[config.mk]
export PLATFORM = sky130hd
export DESIGN_NAME = lab_ram
export DESIGN_NICKNAME = d
export VERILOG_FILES = /design/src/rtl/core/lab_ram.sv
export SDC_FILE = /design/constraint.sdc
export NUM_CORES = 1
export LEC_CHECK = 0
export BUFFER_PORTS_ARGS = -buffer_cell sky130_fd_sc_hd__buf_2
export CORE_UTILIZATION = 35
export DETAILED_ROUTE_END_ITERATION = 8
export GPL_TIMING_DRIVEN = 1
export PLACE_DENSITY = 0.6
export SLEW_MARGIN = 10
export SYNTH_ARGS = -nofsm -noshare
export SYNTH_HDL_FRONTEND = slang
export SYNTH_SLANG_ARGS = --single-unit
[constraint.sdc]
create_clock -name i_clk -period 4.8 [get_ports i_clk]
set_clock_uncertainty 0.15 [all_clocks]
set_input_delay 0.72 -clock i_clk [delete_from_list [all_inputs] [get_ports i_clk]]
set_output_delay 0.72 -clock i_clk [all_outputs]
set_load 0.01 [all_outputs]
[src/rtl/core/lab_ram.sv]
// Generic single-port-write, single-port-read RAM with a registered read.
module lab_ram #(
    parameter int Width = 8,
    parameter int Depth = 16
) (
    input  logic                     i_clk,
    input  logic                     i_we,
    input  logic [$clog2(Depth)-1:0] i_waddr,
    input  logic [Width-1:0]         i_wdata,
    input  logic [$clog2(Depth)-1:0] i_raddr,
    output logic [Width-1:0]         o_rdata
);
    logic [Width-1:0] r_mem [Depth];
    logic [Width-1:0] r_rdata;

    always_ff @(posedge i_clk) begin
        if (i_we) begin
            r_mem[i_waddr] <= i_wdata;
        end
        r_rdata <= r_mem[i_raddr];
    end

    assign o_rdata = r_rdata;
endmodule

* Yosys cells after proc, flatten, opt, wreduce, memory -nomap -nowiden
Memories as Yosys holds them, arrays and structs flattened. A register that Yosys moved wholly into a read port is not among the register bits.
Cells that the tools add are included.
** Word-level totals
- Register bits after elaboration :: 0
- Bits in latches :: 0
- Bits in writable memories :: 128
- Bits in read-only memories :: 0
- Bits of input ports :: 18
- Output and inout port bits :: 8
- Logic and storage cells :: 3
- Memories kept :: 1
** Memory list
- r_mem :: words 16, width 8, rd ports 1, clocked after memory_dff 1, wr ports 1, line 13 : logic [Width-1:0] r_mem [Depth];
** Cells by class
- Add/subtract/negate cells :: 0
- Multipliers :: 0
- Div/mod/pow operators :: 0
- Order comparisons :: 0
- Equality and inequality tests :: 0
- Shift operators :: 0
- Multiplexer cells :: 2
- Bitwise gates (word level) :: 0
- Reductions and logical operators :: 0
** Operators with widths (number)
- 2-to-1 mux 1 bit :: 2

* Logic depth before layout (Yosys ltp)
- Word-level depth :: 2
- Mapped depth :: 5
- Mapped depth without buffers :: 3

* Worst setup path after synthesis
OpenSTA, ideal clock, no wires.
- Path kind :: input to register
- Start point :: input i_waddr[2]
- End point :: memory r_mem[0][0], enable pin
- Setup time :: 0.383 ns
- Data arrival time :: 1.830 ns
- Data required time :: 4.267 ns
- Slack :: 2.437 ns
- Stages :: 2
- Path buffers :: 0
- Path through :: or3b_2 > nor3_1
** RTL lines
- from (decl) :: line 8 : input logic [$clog2(Depth)-1:0] i_waddr,
- to (decl) :: line 13
Straight into the memory's write port.

==> qor.log <==
[die] area of the die 15200 um2
[cts] CTS H-Tree Depth 4
[die] initial cell density of the core 36.5%
[yosys] total standard cell area after synthesis 5150 um2
[global_route] pin count of the biggest net entering global routing 33
[die] horizontal extent of the die 123 um
[worst_setup_path] number of buffer and inverter stages on the critical path 1
[yosys] number of synthesized flops with an enable pin 128
[sta] max-slew violations 0
[global_route] All-Layer GR Usage 15.0%
[worst_setup_path] number of logic stages on the critical path including buffering 4
[yosys] average cell area after synthesis 22.5 um2
[worst_hold_path] worst min path class flop to flop
[die] core area 14100 um2
[finish] share of post-route cells with drive strength above 1 27.0%
[yosys] cell count after synthesis 229
[finish] final std cell area, no fill 6010 um2
[power] reported leakage power 1.99 nW
[worst_setup_path] cell with the largest stage delay on the worst path sky130_fd_sc_hd__buf_2
[yosys] cell type contributing the most total cell area after synthesis sky130_fd_sc_hd__edfxtp_1
[worst_setup_path] Worst setup SP type input port
[yosys] post-synthesis async set-or-reset flop share 0%
[finish] final instance count without filler cells 458
[global_route] antenna violations before repair 1
[cts] Clock Latency Late Sink 0.41 ns
[finish] final net count 283
[sta] final hold vios 0
[power] overall power consumption 2.71 mW
[yosys] area share of the largest cell type after synthesis 74.7%
[yosys] most frequent cells after synthesis sky130_fd_sc_hd__edfxtp_1 (128), sky130_fd_sc_hd__mux4_2 (18), sky130_fd_sc_hd__a22oi_1 (16)
[cts] maximum clock path buffer count 2
[cts] number of sinks handled by clock tree synthesis 136
[yosys] count of yosys warnings during synthesis 0
[cts] number of hold buffers added after CTS 0
[detailed_routing] antenna-violating nets left 0
[yosys] most common cell in the netlist sky130_fd_sc_hd__edfxtp_1
[worst_setup_path] cell breakdown of the critical path buf_2 -> mux4_1 -> a22oi_1 -> nand2_1
[die] number of rows created at floorplan 43
[die] # IOs 26
[worst_hold_path] Worst Hold Path Cells 3
[sta] achievable clock frequency 405 MHz
[global_route] first-pass GRT wire length 15500 um
[cts] CTS clk-pin slew, worst paths 0.05 ns
[sta] headroom to the max-slew limit 27.5%
[worst_setup_path] largest stage delay on the critical path 0.81 ns
[sta] final critical path time including I/O delays and setup 2.47 ns
[sta] Setup Total Neg Slack 0 ns
[worst_setup_path] Crit Path Max Fanout 32
[power] worst-case vdd ir drop 0.313 mV
[detailed_routing] number of design-rule violations left by the first detailed-router iteration 148
[finish] layout-stage area growth over the synthesis result 16.7%
[detailed_routing] final WL 10000 um
[detailed_routing] first drt pass iteration count 4
[finish] share of the core filled with cells 42.6%
[place] global placer's final weighted congestion 0.727
[place] post-placement worst setup slack 1.82 ns
[worst_setup_path] crit end category flop
[sta] transition time of the tightest slew-check pin 1.09 ns
[place] hpwl dp 6160 um
[yosys] Cell variety after synth 19
[yosys] post-synth net total 247
[detailed_routing] count of unresolved DRC violations after routing 0
[worst_setup_path] family with the most delay on the worst path buffers and inverters
[cts] Inserted Clock Buffers 17
[place] cell total after placement 426
[sta] RSZ-0062 raised after global routing no
[sta] period utilisation layout 51.5%
[yosys] sequential element share of the synthesized area 77.8%
[cts] Post-CTS Setup Bufs 0
[detailed_routing] per-cell routed wire length 21.9 um
[sta] worst-case hold slack 0.528 ns
[yosys] post-synthesis register bit count 136
[detailed_routing] routed via count 2405
[detailed_routing] routed vias/inst 5.25
[outcome] status complete, no violations
[sta] final setup margin 2.33 ns
[cts] quantity of gates resized following cts 0
[global_route] GRT overflow 0
[worst_setup_path] worst setup path class input port to flop
[finish] Diodes inserted 0
[worst_setup_path] data arrival time of the critical path 2.61 ns
[finish] number of inserted filler cells in the final layout 1242
[place] total cell area at the placement stage 5430 um2
[global_route] number of global-route vias before repair 2555
[sta] Final setup violation count 0
[flow_run] max cap viols 0
[worst_setup_path] cells on worst reg2reg path 3
[power] power per standard cell area 452 nW/um2
[yosys] Top FF cell, synth sky130_fd_sc_hd__edfxtp_1
[place] Port Buf Inserts 25
[yosys] Synth area leaders sky130_fd_sc_hd__edfxtp_1 (75%), sky130_fd_sc_hd__mux4_2 (7.9%), sky130_fd_sc_hd__mux4_1 (7.1%), sky130_fd_sc_hd__dfxtp_1 (3.1%), sky130_fd_sc_hd__a22oi_1 (2.3%)
[cts] CTS tree built
[die] overall die height 123 um
[worst_setup_path] required time of the worst setup path 4.94 ns
[cts] CTS root buffer sky130_fd_sc_hd__clkbuf_16
[path summary, 6_finish.rpt]
path	start	to	slack (ns)
setup / recovery	i_raddr[0]	o_rdata[5]	2.33
hold / removal	r_mem[15][7]	o_rdata[7]	0.53
setup reg to reg	r_mem[9][4]	o_rdata[4]	3.26
hold reg to reg	r_mem[15][7]	o_rdata[7]	0.53
[power by group]
| part | internal [mW] | switching (mW) | leakage [nW] | total [mW] |
|---|---|---|---|---|
| sequential | 1.33 | 0.00786 | 1.22 | 1.34 |
| combinational | 0.0477 | 0.0712 | 0.483 | 0.119 |
| clock | 0.805 | 0.452 | 0.286 | 1.26 |
| total | 2.18 | 0.531 | 1.99 | 2.71 |
[routing by layer]
layer / GRT usage, % / part of all wire [%]
met5: 0 / 0.14
met4: 5.27 / 1.1
met3: 5.44 / 4.1
met2: 23.0 / 49
met1: 19.7 / 45
[registers in the layout, summed over array words and instances (netlist names)]
signal and count:
r_mem 128, o_rdata 8
[cell usage in the layout (no fill, tap or decap), types with 2 or more instances in the layout]
cell type                     n
sky130_fd_sc_hd__edfxtp_1   128
sky130_fd_sc_hd__buf_2       25
sky130_fd_sc_hd__mux4_2      18
sky130_fd_sc_hd__clkbuf_16   17
sky130_fd_sc_hd__a22oi_1     16
sky130_fd_sc_hd__mux4_1      14
sky130_fd_sc_hd__nor2_1      13
sky130_fd_sc_hd__nand2_1      9
sky130_fd_sc_hd__dfxtp_1      8
sky130_fd_sc_hd__clkinv_2     7
sky130_fd_sc_hd__clkbuf_1     3
sky130_fd_sc_hd__bufinv_16    3
sky130_fd_sc_hd__nand3b_1     2
sky130_fd_sc_hd__nor3_1       2
sky130_fd_sc_hd__nand2b_1     2
sky130_fd_sc_hd__nor3_2       2
sky130_fd_sc_hd__clkinv_1     2
sky130_fd_sc_hd__buf_4        2
[cells by family (layout without fill, tap and decap cells)]
family	count (synthesis)	count (layout)	synth area share, %
DFF	136	136	77.8
and+or+nand+nor	35	35	3.18
muxes	32	32	15.0
AOI/OAI and AO/OA	16	16	2.33
buffers and inverters	10	59	1.68
[area by class of cell]
class                           count  area [um2]  area share [%]
Tap cell                          180         225            3.75
Clock buffer                       20         437            7.27
Sequential cell                   136        4000            66.7
Multi-Input combinational cell     83        1070            17.8
Timing Repair Buffer               27         140            2.33
Clock inverter                     12         133            2.21
[worst min-delay path, stage by stage (launching register included)]
cell                       delay [ns]
sky130_fd_sc_hd__edfxtp_1        0.31
sky130_fd_sc_hd__mux4_2          0.23
sky130_fd_sc_hd__a22oi_1         0.06
sky130_fd_sc_hd__nand2_1         0.05
(Power assumes the default switching activity.)
